<file path="config.mk">
export PLATFORM = sky130hd
export DESIGN_NAME = event_timing_perf_counter_core_flat
export DESIGN_NICKNAME = d
export VERILOG_FILES = /design/src/rtl/etpc_pkg.sv /design/src/rtl/etpc_chan_if.sv /design/src/rtl/etpc_update.sv /design/src/rtl/event_timing_perf_counter_core.sv /design/src/flat_wrapper.sv
export SDC_FILE = /design/constraint.sdc
export NUM_CORES = 2
export LEC_CHECK = 0
export CAP_MARGIN = 20
export CELL_PAD_IN_SITES_DETAIL_PLACEMENT = 2
export CELL_PAD_IN_SITES_GLOBAL_PLACEMENT = 2
export CORE_ASPECT_RATIO = 1.2
export CORE_MARGIN = 5
export CORE_UTILIZATION = 39
export DETAILED_ROUTE_END_ITERATION = 16
export DONT_BUFFER_PORTS = 1
export HOLD_SLACK_MARGIN = 0.15
export PLACE_DENSITY_LB_ADDON = 0.1
export SLEW_MARGIN = 20
export SYNTH_ARGS = -nofsm -noshare
export SYNTH_HDL_FRONTEND = slang
export SYNTH_SLANG_ARGS = --single-unit
</file>
<file path="constraint.sdc">
create_clock -name clk -period 12.4 [get_ports clk]
set_input_delay 0 -clock clk [delete_from_list [all_inputs] [get_ports clk]]
set_output_delay 0 -clock clk [all_outputs]
set_load 0.03 [all_outputs]
</file>
<file path="src/rtl/etpc_pkg.sv">
// Shared types and codes for the event/timing performance counter.
package etpc_pkg;

  // Counter mode register codes
  typedef logic [1:0] mode_t;
  localparam mode_t MODE_EVENT    = 2'd0;
  localparam mode_t MODE_ELAPSED  = 2'd1;
  localparam mode_t MODE_INTERVAL = 2'd2;

  // Commands carried by each input item
  typedef enum logic [2:0] {
    CMD_COUNT  = 3'd0,
    CMD_BEGIN  = 3'd1,
    CMD_END    = 3'd2,
    CMD_SETEL  = 3'd3,
    CMD_SETCNT = 3'd4,
    CMD_CANCEL = 3'd5,
    CMD_RESET  = 3'd6,
    CMD_READ   = 3'd7
  } cmd_t;

  // Input item
  typedef struct packed {
    cmd_t        command;
    logic [63:0] now_us;
    logic [63:0] value;
  } item_t;

  // Result item
  typedef struct packed {
    logic [63:0] events;
    logic [63:0] total_or_span;
    logic [31:0] least_us;
    logic [31:0] most_us;
    logic [63:0] gap_us;
  } result_t;

  // Counter state
  typedef struct packed {
    logic [63:0] event_total;
    logic [63:0] start_stamp;
    logic [63:0] time_sum;
    logic [31:0] min_seen;
    logic [31:0] max_seen;
    logic [63:0] first_stamp;
    logic [63:0] last_stamp;
  } state_t;

endpackage

</file>
<file path="src/rtl/etpc_chan_if.sv">
// Valid/ready channel interface with a typed payload.
interface etpc_chan_if #(
  parameter type payload_t = logic
) ();
  logic     valid;
  logic     ready;
  payload_t data;

  modport source (output valid, output data, input ready);
  modport sink   (input valid, input data, output ready);
endinterface

</file>
<file path="src/rtl/etpc_update.sv">
// Next-state and result logic for one item of the performance counter.
module etpc_update
  import etpc_pkg::*;
(
  input  mode_t   mode,
  input  item_t   item,
  input  state_t  cur,
  output state_t  nxt,
  output result_t res
);

  logic [63:0] dur;
  logic [31:0] dur_low;
  logic        dur_ok;
  logic [63:0] gap;
  logic [31:0] gap_low;
  logic [63:0] gap_out;

  // Pick the duration: measured for end, injected for set elapsed
  assign dur     = (item.command == CMD_END) ? (item.now_us - cur.start_stamp) : item.value;
  assign dur_low = dur[31:0];
  assign dur_ok  = !dur[63];

  // Gap since the last counted event
  assign gap     = item.now_us - cur.last_stamp;
  assign gap_low = gap[31:0];

  // Apply the command under the current mode
  always_comb begin
    nxt     = cur;
    gap_out = '0;
    if (item.command == CMD_RESET) begin
      nxt = '0;
    end else begin
      case (mode)
        MODE_EVENT: begin
          if (item.command == CMD_COUNT) begin
            nxt.event_total = cur.event_total + 64'd1;
          end else if (item.command == CMD_SETCNT) begin
            nxt.event_total = item.value;
          end
        end
        MODE_ELAPSED: begin
          case (item.command)
            CMD_BEGIN:  nxt.start_stamp = item.now_us;
            CMD_CANCEL: nxt.start_stamp = '0;
            CMD_END, CMD_SETEL: begin
              // End needs a latched start; negative durations are dropped
              if (dur_ok && (item.command == CMD_SETEL || cur.start_stamp != 64'd0)) begin
                nxt.event_total = cur.event_total + 64'd1;
                nxt.time_sum    = cur.time_sum + dur;
                if (cur.min_seen == 32'd0 || cur.min_seen > dur_low) begin
                  nxt.min_seen = dur_low;
                end
                if (cur.max_seen < dur_low) begin
                  nxt.max_seen = dur_low;
                end
                nxt.start_stamp = '0;
              end
            end
            default: ;
          endcase
        end
        MODE_INTERVAL: begin
          if (item.command == CMD_COUNT) begin
            if (cur.event_total == 64'd0) begin
              nxt.first_stamp = item.now_us;
            end else if (cur.event_total == 64'd1) begin
              nxt.min_seen = gap_low;
              nxt.max_seen = gap_low;
            end else begin
              if (gap_low < cur.min_seen) begin
                nxt.min_seen = gap_low;
              end
              if (gap_low > cur.max_seen) begin
                nxt.max_seen = gap_low;
              end
              gap_out = gap;
            end
            nxt.last_stamp  = item.now_us;
            nxt.event_total = cur.event_total + 64'd1;
          end
        end
        default: ;
      endcase
    end
  end

  // Build the result from the updated state
  always_comb begin
    res.events   = nxt.event_total;
    res.least_us = nxt.min_seen;
    res.most_us  = nxt.max_seen;
    res.gap_us   = gap_out;
    case (mode)
      MODE_ELAPSED:  res.total_or_span = nxt.time_sum;
      MODE_INTERVAL: res.total_or_span = nxt.last_stamp - nxt.first_stamp;
      default:       res.total_or_span = '0;
    endcase
  end

endmodule

</file>
<file path="src/rtl/event_timing_perf_counter_core.sv">
// Event/timing performance counter: one counter in event, elapsed or interval mode.
// An item's result is offered after the input register and then the result register.
// Throughput: one item per cycle unless the result stalls; the state update is one pass of logic per item.
// Input and result each sit in a register; a held result does not stop intake while
// the input register is free. Reset clears the counter state and both valid flags
// and sets the mode to event counting.
module event_timing_perf_counter_core
  import etpc_pkg::*;
(
  input  logic        clk,
  input  logic        rst,
  etpc_chan_if.sink   item,
  etpc_chan_if.source result,
  etpc_chan_if.sink   cfg
);

  mode_t   mode;
  state_t  state;
  state_t  state_next;
  item_t   in_item;
  logic    in_valid;
  result_t res_next;
  result_t out_res;
  logic    out_valid;
  logic    fire;

  // Configuration is always taken
  assign cfg.ready = 1'b1;

  // Process the held item when the result register can take it
  assign fire       = in_valid && (!out_valid || result.ready);
  assign item.ready = !in_valid || fire;

  assign result.valid = out_valid;
  assign result.data  = out_res;

  etpc_update u_update (
    .mode (mode),
    .item (in_item),
    .cur  (state),
    .nxt  (state_next),
    .res  (res_next)
  );

  // Hold mode register
  always_ff @(posedge clk) begin
    if (rst) begin
      mode <= MODE_EVENT;
    end else if (cfg.valid) begin
      mode <= cfg.data;
    end
  end

  // Advance input register, state and result register
  always_ff @(posedge clk) begin
    if (rst) begin
      in_valid  <= 1'b0;
      out_valid <= 1'b0;
      state     <= '0;
    end else begin
      if (item.valid && item.ready) begin
        in_valid <= 1'b1;
      end else if (fire) begin
        in_valid <= 1'b0;
      end
      if (fire) begin
        out_valid <= 1'b1;
        state     <= state_next;
      end else if (result.ready) begin
        out_valid <= 1'b0;
      end
    end
  end

  // Payload registers
  always_ff @(posedge clk) begin
    if (item.valid && item.ready) begin
      in_item <= item.data;
    end
    if (fire) begin
      out_res <= res_next;
    end
  end

endmodule

</file>
<file path="src/flat_wrapper.sv">
// flat-port wrapper written by rule: the top's interface ports become plain ports
module event_timing_perf_counter_core_flat import etpc_pkg::*;
  (clk, rst, item_valid, item_data, item_ready, result_valid, result_data, result_ready, cfg_valid, cfg_data, cfg_ready);
  etpc_chan_if #(.payload_t(item_t)) item_i ();
  etpc_chan_if #(.payload_t(result_t)) result_i ();
  etpc_chan_if #(.payload_t(mode_t)) cfg_i ();
  input  logic clk;
  input  logic rst;
  input wire logic [$bits(item_i.valid)-1:0] item_valid;
  input wire logic [$bits(item_i.data)-1:0] item_data;
  output wire logic [$bits(item_i.ready)-1:0] item_ready;
  output wire logic [$bits(result_i.valid)-1:0] result_valid;
  output wire logic [$bits(result_i.data)-1:0] result_data;
  input wire logic [$bits(result_i.ready)-1:0] result_ready;
  input wire logic [$bits(cfg_i.valid)-1:0] cfg_valid;
  input wire logic [$bits(cfg_i.data)-1:0] cfg_data;
  output wire logic [$bits(cfg_i.ready)-1:0] cfg_ready;
  assign item_i.valid = item_valid;
  assign item_i.data = item_data;
  assign item_ready = item_i.ready;
  assign result_valid = result_i.valid;
  assign result_data = result_i.data;
  assign result_i.ready = result_ready;
  assign cfg_i.valid = cfg_valid;
  assign cfg_i.data = cfg_data;
  assign cfg_ready = cfg_i.ready;
  event_timing_perf_counter_core u_core (.clk(clk), .rst(rst), .item(item_i), .result(result_i), .cfg(cfg_i));
endmodule
</file>
Word level (Yosys, flattened, before mapping) --
Index checks and enable logic that the tools add are counted.
Operators by class: add/sub/neg operators 5, order comparisons 4, equality and inequality tests 10, muxes and demuxes 26, bitwise operators 2, reductions and logical operators 22
Operators with widths (count):
- $mux 64 | 8
- $mux 128 | 3
- $mux 384 | 1
- $pmux 64 s3 | 2
- $mux 256 | 1
- $pmux 64 s2 | 2
- $mux 192 | 1
- $sub 64x64->64 | 3
- $mux 32 | 4
- $add 64x1->64 const B | 1
- $add 64x64->64 | 1
- $eq 64x1->1 const B | 1
- $gt 32x32->1 | 2
- $logic_not 64->1 | 1
- $lt 32x32->1 | 2
- $reduce_bool 64->1 | 1
- $logic_not 32->1 | 1
- $eq 3x3->1 const B | 3
- $eq 3x2->1 const B | 2
- $reduce_bool 2->1 | 3
- $reduce_or 5->1 | 1
- $logic_or 1x1->1 | 4
- $mux 1 | 4
- $reduce_and 4->1 | 1
- other kinds (11) | 16
Word-level totals: register bits 775, input port bits 138, output and inout bits 259, word-level logic and storage cells 87

Depth between registers and ports, before layout --
depth after elaboration 11, gate-level depth with buffers 29, gate-level depth less buffers 28

Hierarchy --
A second synthesis with hierarchy kept.
Second synthesis, totals: cell total of the unflattened synthesis 7160, area total of the unflattened synthesis 60556.8 um^2
By module, submodules not included:
- etpc_update | times used 1, cells an instance 5090, area each 31576.5 um^2, sequential area each 0.0 um^2
- event_timing_perf_counter_core | times used 1, cells an instance 2070, area each 28980.3 um^2, sequential area each 19388.6 um^2

Worst setup path before layout --
No wires, ideal clock.
path kind register -> register, start point register u_core.out_valid (netlist: u_core.result.valid), end point register u_core.state[368] in the netlist's numbering, library setup time 0.496 ns, arrival 8.876 ns, required time 11.904 ns, setup slack 3.027 ns, cell stages (with the launch flop) 9, buffers on the path 4, period minus slack after synthesis 9.373 ns, cell sequence dfxtp_1 -> nor2b_1 -> nand2b_1 -> clkbuf_1 -> inv_1 -> clkbuf_1 -> buf_1 -> clkbuf_1 -> a211oi_1
Between the ends: cells in the longest elaborated chain, start to end 3
RTL lines:
- from (decl) | RTL line event_timing_perf_counter_core.sv:24 | logic out_valid;
- from (signal assigned) | RTL line event_timing_perf_counter_core.sv:58 | out_valid <= 1'b0;
- from (signal assigned) | RTL line event_timing_perf_counter_core.sv:67 | out_valid <= 1'b1;
- from (signal assigned) | RTL line event_timing_perf_counter_core.sv:70 | out_valid <= 1'b0;
- $logic_not 1->1 | RTL line event_timing_perf_counter_core.sv:31 | assign fire = in_valid && (!out_valid || result.ready);
- $logic_or 1x1->1 | RTL line event_timing_perf_counter_core.sv:31
- $logic_and 1x1->1 | RTL line event_timing_perf_counter_core.sv:31
- named net u_core.fire | RTL line event_timing_perf_counter_core.sv:25 | logic fire;
- to (signal assigned) | RTL line event_timing_perf_counter_core.sv:68 | state <= state_next;
- to (decl) | RTL line event_timing_perf_counter_core.sv:18 | state_t state;
The timed path passes the listed nets, and every way through them passes these cells. A chain may end at the register's enable or synchronous reset.

==> flow_summary.toml <==
[outcome]
status = "completed"

[placement]
port_buffers = 0
gp_congestion = 0.914
dpl.hpwl_um = 197000

[sta]
relSlewSlack_pct = 19.4
slew_violations = 0
rsz0062_at_grt = "no"
finClkSkew_ps = 47.2
period_share_pct = 65.5
period_needed_ps = 8120
finalSetupTns_ps = 0
finalHoldViolCount = 0
max_freq_mhz = 123
tightest_slew_ps = 1180
hold_slack_ps = 275
setup_viol = 0

[setup_path]
crit_slowest_cell = "a2111oi_0"
slowest_delay_ps = 860
crit_path_start_kind = "flip-flop"
r2r_start = "u_core.in_item[64]"
cp_max_fo = 37
arrival_ps = 8560
reg2reg_to = "u_core.result.data[92]"
critPathBufInv = 3
rr_worst_depth = 25
end_kind = "flip-flop"
cp.required_ps = 12840
critical_path_class = "flip-flop to flip-flop"
critical-path-top-delay-family = "compound AO/OA/AOI/OAI gates"
r2r_setup_slack_ps = 4280

[route]
viasPerCell = 6.45
drt_drc_violations_left = 0
first_iter_violations = 4695
dr.pass1.iters = 6
postRouteAntennaNets = 0
totalWireLength_um = 281000
wl_per_cell_um = 31.9
vias = 56900

[worst_hold_path]
hp-start = "rst"
hold_class = "input pin to flip-flop"
min_to = "u_core.state[183]"
min_path_cells = 2

[power]
cellPowerDensity_mw_per_mm2 = 119
power.leakage_nw = 23.9
p_comb_share_pct = 18.9
p_int_mw = 5.07
switchingPower_mw = 2.43
clkPwrFrac_pct = 42.0
power.total_mw = 7.50
seqPwrFrac_pct = 39.2
p_sw_share_pct = 32.4
ir_worst_vdd_mv = 0.109

[die]
ios = 397
die_h_um = 423
core_area_sq_mm = 0.141
die_w_um = 354
design.die.area_sq_mm = 0.150
core.rowCount = 151
initial_utilization_pct = 39.3

[clock_tree]
cts_hold_buf = 274
cts_setup_buffers = 0
numCtsBuffers = 92
clockRootBuffer = "clkbuf_16"
ctsLongestPathBuffers = 3
h-tree-depth = 3
clock-sinks = 775
clk_pin_slew_worst_paths_ps = 70
cts_tree = "done"
cts_resized = 0
insertion_delay_ps = 740

[grt]
grt_max_degree = 323
grt.total_usage_pct = 35.9
grt-ovfl-total = 0
antenna_found_initial = 18
grt_pass1_vias = 60200
grt_pass1_wl_um = 410000

[cells_and_area]
nets = 7445
drive_above_1_share_pct = 6.37
syn2layout_area_growth_pct = 14.0

[synthesis]
synth_top_area_share_pct = 20.9
synth-seq-cells = 775
yosys-top-cells-area = "edfxtp_1 (21%), dfxtp_1 (14%), ha_1 (8.9%)"
ys_types = 103
yosys_most_used_dff = "dfxtp_1"
synth_top_cell_by_area = "edfxtp_1"
ys_async_sr_fraction_pct = 0
yosys_warnings = 0
synth_nets = 7426
syn_area_sq_mm = 0.0555
synth_area_per_cell_sq_um = 8.05
syn_inst = 6891
synth_edf_count = 387
yosysSeqAreaShare_pct = 34.9

[flow_run]
drv_cap = 0
-- kinds of logic (layout without fill, tap and decap cells) --
| kind of cell | after synthesis | count (layout) | share of synthesized area (%) |
|---|---|---|---|
| flops | 775 | 775 | 34.9 |
| xor+xnor | 258 | 258 | 4.07 |
| mux | 141 | 141 | 2.59 |
| other cells | 1 | 7 | 0.00676 |
| compound gates | 2250 | 2250 | 25.2 |
| buf+inv | 802 | 899 | 5.57 |
| simple gates | 2267 | 2267 | 18.7 |
| fa+ha+maj | 397 | 397 | 9.01 |
-- stage by stage --
stage,cell area (sq um),utilization (%),std cells,setup WS (ps)
5_1_grt,63300,44.8,8825,3890
6_report,63300,44.8,8830,4280
2_1_floorplan,55500,-,6891,3030
4_1_cts,63200,44.7,8821,4300
3_3_place_gp,57100,40.4,8375,4340
3_5_place_dp,57100,40.4,8375,4420
-- state kept, by name (all words and copies together) (netlist names) --
| signal | cells |
|---|---|
| u_core.state | 384 |
| u_core.result.data | 256 |
| u_core.in_item | 131 |
| u_core.mode | 2 |
| u_core.in_valid | 1 |
| u_core.result.valid | 1 |
-- cell type report --
class | count | area (sq um)
clock inverter | 58 | 847
multi-input combinational | 5314 | 33200
fill | 15600 | 78000
tap | 1836 | 2300
clock buffer | 114 | 2500
antenna | 6 | 15.0
inverter | 333 | 1260
sequential | 775 | 19400
timing repair buffer | 394 | 3730
-- cells in the final DEF (no fill, tap or decap), types with 61 or more instances in the layout --
cell type,instances
nand2_1,855
a21oi_1,836
nor2_1,591
o21ai_0,441
ha_1,389
dfxtp_1,388
edfxtp_1,387
inv_1,327
dlygate4sd3_1,273
nand3_1,186
a21o_1,178
xnor2_1,140
mux2i_1,122
buf_4,115
xor2_1,112
o31ai_1,105
nand4_1,104
clkbuf_16,97
a22oi_1,86
nor3_1,75
a211oi_1,72
or2_2,68
and2_1,67
a31oi_1,61
-- Yosys cell counts (all sizes together), types with 14 or more instances --
master / count
ha: 393
o21a: 47
o31a: 23
a22oi: 87
nor3: 79
o31ai: 105
nor2: 599
nor2b: 43
and2: 69
buf: 87
dfxtp: 388
or3: 47
a21oi: 840
and3: 50
and4: 14
a2bb2oi: 17
a221oi: 19
a22o: 17
o21bai: 43
xnor2: 145
mux2: 19
o211ai: 27
a221o: 20
o32ai: 16
nand2b: 44
clkbuf: 382
nand4: 105
a31oi: 61
a211oi: 75
edfxtp: 387
xor2: 113
or2: 69
o21ai: 475
inv: 329
nand3: 188
mux2i: 122
nor4: 58
nand3b: 15
nand2: 860
a21o: 178
o22ai: 44
a2111oi: 19
-- worst reg2reg max path, stage by stage (launching register included) --
cell and delay, ps:
edfxtp_1 410, inv_1 160, ha_1 210, inv_1 60, fa_1 400, a21oi_1 210
o21ai_0 150, o21ai_0 450, a31oi_1 180, o21ai_0 330, nand2_1 100, a21oi_1 180
xor2_1 140, o21ai_1 660, inv_1 170, ha_1 360, a21o_1 170, a211oi_1 240
o21bai_1 110, a21o_1 180, a2111oi_0 860, o31a_1 320, nand4_4 570, a21o_1 640
a222oi_1 510, nor2_1 90
-- worst max-delay path by stage --
stage               depth (start not counted)                start                     end  slack, ps
global placement                           25   u_core.in_item[64]  u_core.result.data[92]       4340
floorplan                                   8  u_core.result.valid       u_core.state[368]       3030
global route                               25   u_core.in_item[64]  u_core.result.data[92]       3890
detailed placement                         25   u_core.in_item[64]  u_core.result.data[92]       4420
CTS                                        25   u_core.in_item[64]  u_core.result.data[92]       4300
finish                                     25   u_core.in_item[64]  u_core.result.data[92]       4280
-- power groups by stage --
| stage | logic (mW) | clock network (mW) | registers [mW] |
|---|---|---|---|
| final | 1.42 | 3.15 | 2.94 |
| after global routing | 1.49 | 3.28 | 2.94 |
| after CTS | 1.37 | 3.14 | 2.93 |
| after detailed placement | 1.26 | 0 | 2.99 |
| after global placement | 1.23 | 0 | 2.99 |
| after floorplan | 0.786 | 0 | 2.94 |
-- metal layers --
metal	vias up	GRT usage, %	wire (um)
li1	25000	-	-
met1	29100	45.0	116000
met2	2230	59.6	130000
met3	655	5.74	18400
met4	6	18.8	16800
met5	-	0	39
Power figures use the tool's default switching activity.
